`src/hdl/http_chunked_body_decoder_top_assert.svh`:
```
// assertion macros for the chunked body decoder
`ifndef HTTP_CHUNKED_BODY_DECODER_TOP_ASSERT_SVH
`define HTTP_CHUNKED_BODY_DECODER_TOP_ASSERT_SVH

`ifndef SYNTHESIS

`define HCBD_ASSERT(lbl, clk_sig, rst_n_sig, prop) \
	lbl: assert property (@(posedge clk_sig) disable iff (!rst_n_sig) (prop)) \
		else $error("hcbd assertion failed");

`define HCBD_ASSERT_NEVER(lbl, clk_sig, rst_n_sig, cond) \
	lbl: assert property (@(posedge clk_sig) disable iff (!rst_n_sig) !(cond)) \
		else $error("hcbd forbidden condition seen");

`else

`define HCBD_ASSERT(lbl, clk_sig, rst_n_sig, prop)

`define HCBD_ASSERT_NEVER(lbl, clk_sig, rst_n_sig, cond)

`endif

`endif

```
`src/hdl/hcbd_pkg.sv`:
```
// types, constants and helpers shared by the chunked body decoder
package hcbd_pkg;

	localparam int unsigned SIZE_BITS = 31;

	localparam logic [7:0] CHAR_CR = 8'h0D;
	localparam logic [7:0] CHAR_LF = 8'h0A;

	localparam logic [1:0] ST_ZERO     = 2'd0;
	localparam logic [1:0] ST_EARLY    = 2'd1;
	localparam logic [1:0] ST_NODIGIT  = 2'd2;
	localparam logic [1:0] ST_OVERFLOW = 2'd3;

	typedef enum logic [1:0] {
		PH_SIZE,
		PH_DATA,
		PH_SKIP,
		PH_DRAIN
	} phase_t;

	typedef struct packed {
		logic [7:0] body_byte;
		logic       end_of_body;
	} in_item_t;

	typedef struct packed {
		logic [7:0] data_byte;
		logic       data_valid;
		logic       last;
		logic [1:0] status;
	} out_item_t;

	typedef struct packed {
		logic [7:0] body_byte;
		logic       end_of_body;
		logic       hex_ok;
		logic [3:0] hex_val;
		logic       is_cr;
		logic       is_lf;
	} class_t;

	function automatic class_t classify(input in_item_t it);
		class_t c;
		c.body_byte   = it.body_byte;
		c.end_of_body = it.end_of_body;
		c.is_cr       = (it.body_byte == CHAR_CR);
		c.is_lf       = (it.body_byte == CHAR_LF);
		c.hex_ok      = 1'b1;
		c.hex_val     = 4'd0;
		if (it.body_byte inside {[8'h30:8'h39]}) begin
			c.hex_val = it.body_byte[3:0];
		end else if (it.body_byte inside {[8'h41:8'h46], [8'h61:8'h66]}) begin
			c.hex_val = it.body_byte[3:0] + 4'd9;
		end else begin
			c.hex_ok = 1'b0;
		end
		return c;
	endfunction

endpackage

```
`src/hdl/hcbd_front.sv`:
```
// front end: byte classification and a two-entry queue towards the back end
module hcbd_front import hcbd_pkg::*; (
	input  logic     clk,
	input  logic     arst_n,
	input  logic     push,
	output logic     full,
	input  in_item_t item,
	input  logic     q_pop,
	output logic     q_valid,
	output class_t   q_item
);

	class_t     ent_q [2];
	logic       wr_q;
	logic       rd_q;
	logic [1:0] cnt_q;
	logic       do_push;
	logic       do_pop;

	assign full    = (cnt_q == 2'd2);
	assign q_valid = (cnt_q != 2'd0);
	assign q_item  = ent_q[rd_q];
	assign do_push = push && !full;
	assign do_pop  = q_pop && q_valid;

	always_ff @(posedge clk or negedge arst_n) begin
		if (!arst_n) begin
			wr_q  <= 1'b0;
			rd_q  <= 1'b0;
			cnt_q <= 2'd0;
		end else begin
			if (do_push) begin
				wr_q <= !wr_q;
			end
			if (do_pop) begin
				rd_q <= !rd_q;
			end
			case ({do_push, do_pop})
				2'b10:   cnt_q <= cnt_q + 2'd1;
				2'b01:   cnt_q <= cnt_q - 2'd1;
				default: cnt_q <= cnt_q;
			endcase
		end
	end

	always_ff @(posedge clk) begin
		if (do_push) begin
			ent_q[wr_q] <= classify(item);
		end
	end

endmodule

```
`src/hdl/hcbd_back.sv`:
```
// back end: chunk framing state machine and a two-entry result queue
module hcbd_back import hcbd_pkg::*; (
	input  logic      clk,
	input  logic      arst_n,
	input  logic      q_valid,
	input  class_t    q_item,
	output logic      q_pop,
	input  logic      pop,
	output logic      empty,
	output out_item_t result
);

	phase_t               phase_q, phase_n;
	logic [SIZE_BITS-1:0] size_q, size_n;
	logic [SIZE_BITS-1:0] remain_q, remain_n;
	logic                 digit_q, digit_n;
	logic                 closed_q, closed_n;
	logic                 cr_q, cr_n;
	logic                 skip_q, skip_n;
	logic                 take;
	logic                 emit;
	out_item_t            res;

	out_item_t  oq_q [2];
	logic       oq_wr_q;
	logic       oq_rd_q;
	logic [1:0] oq_cnt_q;
	logic       oq_push;
	logic       oq_pop;

	assign take  = q_valid && (oq_cnt_q != 2'd2);
	assign q_pop = take;

	always_comb begin
		phase_n  = phase_q;
		size_n   = size_q;
		remain_n = remain_q;
		digit_n  = digit_q;
		closed_n = closed_q;
		cr_n     = cr_q;
		skip_n   = skip_q;
		emit     = 1'b0;
		res      = '0;
		case (phase_q)
			PH_SIZE: begin
				if (cr_q && q_item.is_lf) begin
					if (!digit_q) begin
						emit       = 1'b1;
						res.last   = 1'b1;
						res.status = ST_NODIGIT;
						phase_n    = PH_DRAIN;
					end else if (size_q == '0) begin
						emit       = 1'b1;
						res.last   = 1'b1;
						res.status = ST_ZERO;
						phase_n    = PH_DRAIN;
					end else begin
						remain_n = size_q;
						phase_n  = PH_DATA;
					end
					size_n   = '0;
					digit_n  = 1'b0;
					closed_n = 1'b0;
					cr_n     = 1'b0;
				end else begin
					cr_n = q_item.is_cr;
					if (q_item.hex_ok && !closed_q) begin
						if (size_q[SIZE_BITS-1 -: 4] != 4'd0) begin
							emit       = 1'b1;
							res.last   = 1'b1;
							res.status = ST_OVERFLOW;
							phase_n    = PH_DRAIN;
							size_n     = '0;
							digit_n    = 1'b0;
							closed_n   = 1'b0;
							cr_n       = 1'b0;
						end else begin
							size_n  = {size_q[SIZE_BITS-5:0], q_item.hex_val};
							digit_n = 1'b1;
						end
					end else begin
						closed_n = 1'b1;
					end
				end
			end
			PH_DATA: begin
				emit           = 1'b1;
				res.data_valid = 1'b1;
				res.data_byte  = q_item.body_byte;
				remain_n       = remain_q - {{(SIZE_BITS-1){1'b0}}, 1'b1};
				if (remain_n == '0) begin
					phase_n = PH_SKIP;
					skip_n  = 1'b0;
				end
			end
			PH_SKIP: begin
				if (skip_q) begin
					phase_n  = PH_SIZE;
					skip_n   = 1'b0;
					size_n   = '0;
					digit_n  = 1'b0;
					closed_n = 1'b0;
					cr_n     = 1'b0;
				end else begin
					skip_n = 1'b1;
				end
			end
			default: begin
			end
		endcase
		if (q_item.end_of_body) begin
			if (!res.last && phase_n != PH_DRAIN) begin
				emit       = 1'b1;
				res.last   = 1'b1;
				res.status = ST_EARLY;
			end
			phase_n  = PH_SIZE;
			size_n   = '0;
			remain_n = '0;
			digit_n  = 1'b0;
			closed_n = 1'b0;
			cr_n     = 1'b0;
			skip_n   = 1'b0;
		end
	end

	always_ff @(posedge clk or negedge arst_n) begin
		if (!arst_n) begin
			phase_q  <= PH_SIZE;
			size_q   <= '0;
			remain_q <= '0;
			digit_q  <= 1'b0;
			closed_q <= 1'b0;
			cr_q     <= 1'b0;
			skip_q   <= 1'b0;
		end else if (take) begin
			phase_q  <= phase_n;
			size_q   <= size_n;
			remain_q <= remain_n;
			digit_q  <= digit_n;
			closed_q <= closed_n;
			cr_q     <= cr_n;
			skip_q   <= skip_n;
		end
	end

	// result queue
	assign oq_push = take && emit;
	assign empty   = (oq_cnt_q == 2'd0);
	assign oq_pop  = pop && !empty;
	assign result  = oq_q[oq_rd_q];

	always_ff @(posedge clk or negedge arst_n) begin
		if (!arst_n) begin
			oq_wr_q  <= 1'b0;
			oq_rd_q  <= 1'b0;
			oq_cnt_q <= 2'd0;
		end else begin
			if (oq_push) begin
				oq_wr_q <= !oq_wr_q;
			end
			if (oq_pop) begin
				oq_rd_q <= !oq_rd_q;
			end
			case ({oq_push, oq_pop})
				2'b10:   oq_cnt_q <= oq_cnt_q + 2'd1;
				2'b01:   oq_cnt_q <= oq_cnt_q - 2'd1;
				default: oq_cnt_q <= oq_cnt_q;
			endcase
		end
	end

	always_ff @(posedge clk) begin
		if (oq_push) begin
			oq_q[oq_wr_q] <= res;
		end
	end

endmodule

```
`src/hdl/http_chunked_body_decoder_top.sv`:
```
// chunked body decoder: one body byte per cycle in while full is low, decoded bytes and end status out
// a byte is registered in the input queue, and its result in the result queue, before it reaches the result ports
// throughput: 1 byte per cycle unless the result queue is full, set by the framing step in the back end
// two-entry queues on the input side and the result side absorb stalls on either side
// reset (arst_n low) empties both queues and returns the framer to the size line
`include "http_chunked_body_decoder_top_assert.svh"

module http_chunked_body_decoder_top import hcbd_pkg::*; (
	input  logic      clk,
	input  logic      arst_n,
	input  logic      push,
	output logic      full,
	input  in_item_t  item,
	output logic      empty,
	input  logic      pop,
	output out_item_t result
);

	logic   q_valid;
	class_t q_item;
	logic   q_pop;

	hcbd_front u_front (
		.clk     (clk),
		.arst_n  (arst_n),
		.push    (push),
		.full    (full),
		.item    (item),
		.q_pop   (q_pop),
		.q_valid (q_valid),
		.q_item  (q_item)
	);

	hcbd_back u_back (
		.clk      (clk),
		.arst_n   (arst_n),
		.q_valid  (q_valid),
		.q_item   (q_item),
		.q_pop    (q_pop),
		.pop      (pop),
		.empty    (empty),
		.result   (result)
	);

	`HCBD_ASSERT_NEVER(a_pop_without_item, clk, arst_n, q_pop && !q_valid)
	`HCBD_ASSERT(a_bare_result_is_last, clk, arst_n, (!empty && !result.data_valid) |-> result.last)
	`HCBD_ASSERT(a_status_only_with_last, clk, arst_n, (!empty && !result.last) |-> (result.status == ST_ZERO))

endmodule

```
`config.mk`:
```
export PLATFORM = sky130hd
export DESIGN_NAME = http_chunked_body_decoder_top
export DESIGN_NICKNAME = d
export VERILOG_FILES = /design/src/hdl/hcbd_pkg.sv /design/src/hdl/hcbd_front.sv /design/src/hdl/hcbd_back.sv /design/src/hdl/http_chunked_body_decoder_top.sv
export VERILOG_INCLUDE_DIRS = /design/src /design/src/hdl
export SDC_FILE = /design/constraint.sdc
export NUM_CORES = 1
export LEC_CHECK = 0
export BUFFER_PORTS_ARGS = -buffer_cell sky130_fd_sc_hd__buf_4
export CORE_UTILIZATION = 55
export DETAILED_ROUTE_END_ITERATION = 16
export PLACE_DENSITY = 0.72
export SLEW_MARGIN = 5
export SYNTH_ARGS = -nofsm -noshare
export SYNTH_HDL_FRONTEND = slang
export SYNTH_SLANG_ARGS = --single-unit
export TNS_END_PERCENT = 50
```
`constraint.sdc`:
```
create_clock -name clk -period 2.74 [get_ports clk]
set_input_delay 0.274 -clock clk [delete_from_list [all_inputs] [get_ports clk]]
set_output_delay 0.274 -clock clk [all_outputs]
set_load 0.02 [all_outputs]
```
==> key figures <==
Cells and area
  • Core Util, Final: 66.4%
  • Area added between synthesis and finish: 17.1%
  • Fin nets: 658
  • Antenna diode count: 0
  • Most frequent cells in the layout: dfrtp_1, nor2_1, o21ai_0
  • Design Area, Final: 7620 um^2
  • Commonest non-fill, non-tap cell in the layout: dfrtp_1
  • Share of layout cells above drive strength 1: 19.7%

Outcome
  • Failing checks: hold timing
  • Outcome: complete, but fails checks

Clocking
  • CTS tree: built
  • CTS buffer count: 17
  • H-tree depth: 4
  • Clock transition at path regs: 0.06 ns
  • Worst-skew pair later-pin latency: 0.42 ns
  • Sink Count: 132
  • Clock Path Buffers: 2
  • Root Buffer: clkbuf_16

Yosys
  • Synth Flop Type: dfrtp_1
  • Mean Syn Cell Area: 10.9 um^2
  • Synth Area in Adders: 1.54%
  • Post-synth ARST share: 57.6%
  • Synthesized area: 6510 um^2
  • Netlist cell types: 65
  • Yosys warns: 0
  • Largest family of logic cells by synthesized area: compound AO/OA/AOI/OAI gates
  • Post-Synth XOR/XNOR Area: 2.15%
  • Number of enable flip-flop cells after synthesis: 56
  • Compound-Gate Fraction of Synth Area: 17.0%
  • Mux share of post-synthesis cell area: 5.25%
  • Seq/Total Area, Yosys: 55.1%
  • Synth Net Count: 619
  • Mapped Cells: 598
  • Post-synthesis register bit count: 132
  • Post-Synth Simple-Gate Area: 16.0%

STA
  • Minimum clock period: 2.59 ns
  • Worst-margin pin slew: 0.938 ns
  • Worst slack on hold paths: -0.0158 ns
  • Final Max Slew Viols: 0
  • Final hold violations: 20
  • Final setup vio count: 0
  • Fraction of the cycle the final worst path needs: 94.4%
  • Max Clk Rate: 0.387 GHz
  • Slew margin rel.: 37.5%
  • Fin Clk Skew: 0.0112 ns

Worst setup path
  • Crit. Startpoint: u_back.remain_q[9]$_DFFE_PN0P_
  • Largest stage delay, worst path: 0.55 ns
  • Critical Path RT: 3.04 ns
  • Crit-path max FO: 10
  • FF-to-FF setup slack: 0.15 ns
  • Number of cells on the critical path: 7
  • CP delay by family, top: simple AND/OR/NAND/NOR gates
  • CP max-delay cell: or4_1
  • Most used cell, CP: nand2_1
  • CP Launch Type: flop
  • Reg2reg start: u_back.remain_q[9]$_DFFE_PN0P_
  • WP buf/inv: 0
  • Crit path kind: reg2reg
  • Crit path cell chain: nor4_2, nand2_1, or4_1, nor3b_1, o311ai_4, o211ai_1, nand2_1
  • Crit path DAT: 2.89 ns
  • CP endpoint kind: flop
  • Register-to-Register Path Depth: 7
  • Worst reg2reg path endpoint: u_back.phase_q[0]$_DFFE_PN0P_
  • CP Capture Point: u_back.phase_q[0]$_DFFE_PN0P_

Floorplanning
  • Die ar.: 12,300 um^2
  • Row count: 39
  • Core footprint: 11,500 um^2
  • Die Height: 111 um
  • Num ports: 27
  • Die Span X: 111 um
  • Initial Util: 56.7%

GRT
  • Largest net degree at the start of global routing: 77
  • Grt ovf: 0
  • Initial antenna violation count: 0
  • First-pass GRT wire length: 25,100 um
  • All-layer global routing usage: 26.2%
  • Vias in the first global route: 4,805

Placement
  • Post-Place Cell Area: 6940 um^2
  • PortBufs: 26
  • Routability cong.: 0.889
  • Hpwl dp: 9940 um

Drt
  • Vias/cell: 6.33
  • First-pass iteration count of the detailed router: 5
  • Routed WL: 15,200 um
  • Post-route ant nets: 0
  • DRC viols: 0
  • Starting DRT DRC Count: 500
  • WL/cell: 19.1 um
  • Vias: 5,021

Job
  • MaxCap Viol Count: 0

Hold path
  • Worst min path class: in2async
==> final cells by class <==
class	count	area [um^2]
inverters	14	52.6
fillers	848	3850
multi-input cells	419	2770
repair buffers	53	410
clock buffers	19	443
flip-flops and latches	132	3580
well taps	143	179
clock inverters	13	181
==> cells by family (layout without fill, tap and decap cells) <==
family	Yosys count	in the layout
AND/OR/NAND/NOR	190	190
AO/OA/AOI/OAI	173	173
flip-flops	132	132
buffers and inverters	47	99
multiplexers	32	32
XOR/XNOR	16	16
adder cells (fa/ha/maj)	8	8
==> cells in the mapped netlist (3+ instances only) <==
master / number / share of area, %
nor2b_1: 3 / 0.29
inv_1: 12 / 0.69
nor4_1: 16 / 1.5
a32oi_1: 3 / 0.40
edfxtp_1: 56 / 26
nand2b_1: 3 / 0.29
mux2i_1: 15 / 2.3
nor2_1: 69 / 4.0
nand2_1: 22 / 1.3
nor4_2: 5 / 0.96
xnor2_1: 13 / 1.7
clkbuf_1: 22 / 1.3
or2_2: 3 / 0.29
o21ai_0: 65 / 5.0
nand4_1: 8 / 0.77
a31oi_1: 4 / 0.38
mux2_2: 17 / 2.9
o22ai_1: 3 / 0.29
nand3_1: 13 / 1.0
a21oi_1: 40 / 3.1
a21o_1: 4 / 0.46
nor3_1: 22 / 1.7
xor2_1: 3 / 0.40
a22o_1: 32 / 4.3
dfrtp_1: 76 / 29
o21bai_1: 3 / 0.35
buf_2: 7 / 0.54
or4_1: 3 / 0.35
ha_1: 8 / 1.5
a2111oi_2: 3 / 0.69
and3_1: 3 / 0.29
==> registers in the layout, indices dropped and copies added (netlist names) <==
signal / count
u_back.remain_q: 31
u_back.oq_cnt_q: 2
u_back.oq_wr_q: 1
u_back.cr_q: 1
u_front.ent_q: 32
u_back.closed_q: 1
u_back.skip_q: 1
u_front.rd_q: 1
u_back.oq_rd_q: 1
u_back.digit_q: 1
u_front.cnt_q: 2
u_back.size_q: 31
u_front.wr_q: 1
u_back.oq_q: 24
u_back.phase_q: 2
==> stage by stage <==
step	std cells	setup WS, ns	TNS [ns]
finish	793	0.154	0
global route	793	-0.0110	-0.0110
CTS	790	0.115	0
detailed placement	758	0.129	0
global placement	758	0.229	0
floorplan	598	0.260	0
==> worst min-delay path by stage <==
stage / start / to / cells past startpoint
final: arst_n / u_back.oq_rd_q$_DFFE_PN0P_ / 1
after global routing: item[0] / u_front.ent_q[1][7]$_DFFE_PP_ / 1
after CTS: arst_n / u_back.oq_rd_q$_DFFE_PN0P_ / 1
after detailed placement: u_back.cr_q$_DFFE_PN0P_ / u_back.cr_q$_DFFE_PN0P_ / 2
after floorplan: arst_n / u_back.closed_q$_DFFE_PN0P_ / 0
after global placement: u_back.cr_q$_DFFE_PN0P_ / u_back.cr_q$_DFFE_PN0P_ / 2
==> worst reg2reg max path, cell delays in order (launching register included) <==
cell and delay, ns:
dfrtp_1 0.50, nor4_2 0.44, nand2_1 0.20, or4_1 0.56
nor3b_1 0.36, o311ai_4 0.14, o211ai_1 0.21, nand2_1 0.06
==> layer usage <==
layer / routed length, um / GRT usage (%) / part of all wire [%]
met5: 0 / 0 / 0
met4: 419 / 11.2 / 2.8
met3: 1090 / 6.62 / 7.2
met2: 6930 / 38.3 / 46
met1: 6710 / 37.3 / 44
==> repair_timing <==
action / 4_1_cts / 5_1_grt
gates resized for setup: 0 / 6
setup buffers: 0 / 3
hold buffers: 0 / 0
endpoints found under the setup margin: 0 / 29
Power is not shown: default switching activity piles up to over one toggle a cycle in this logic, so the estimate is an artifact.
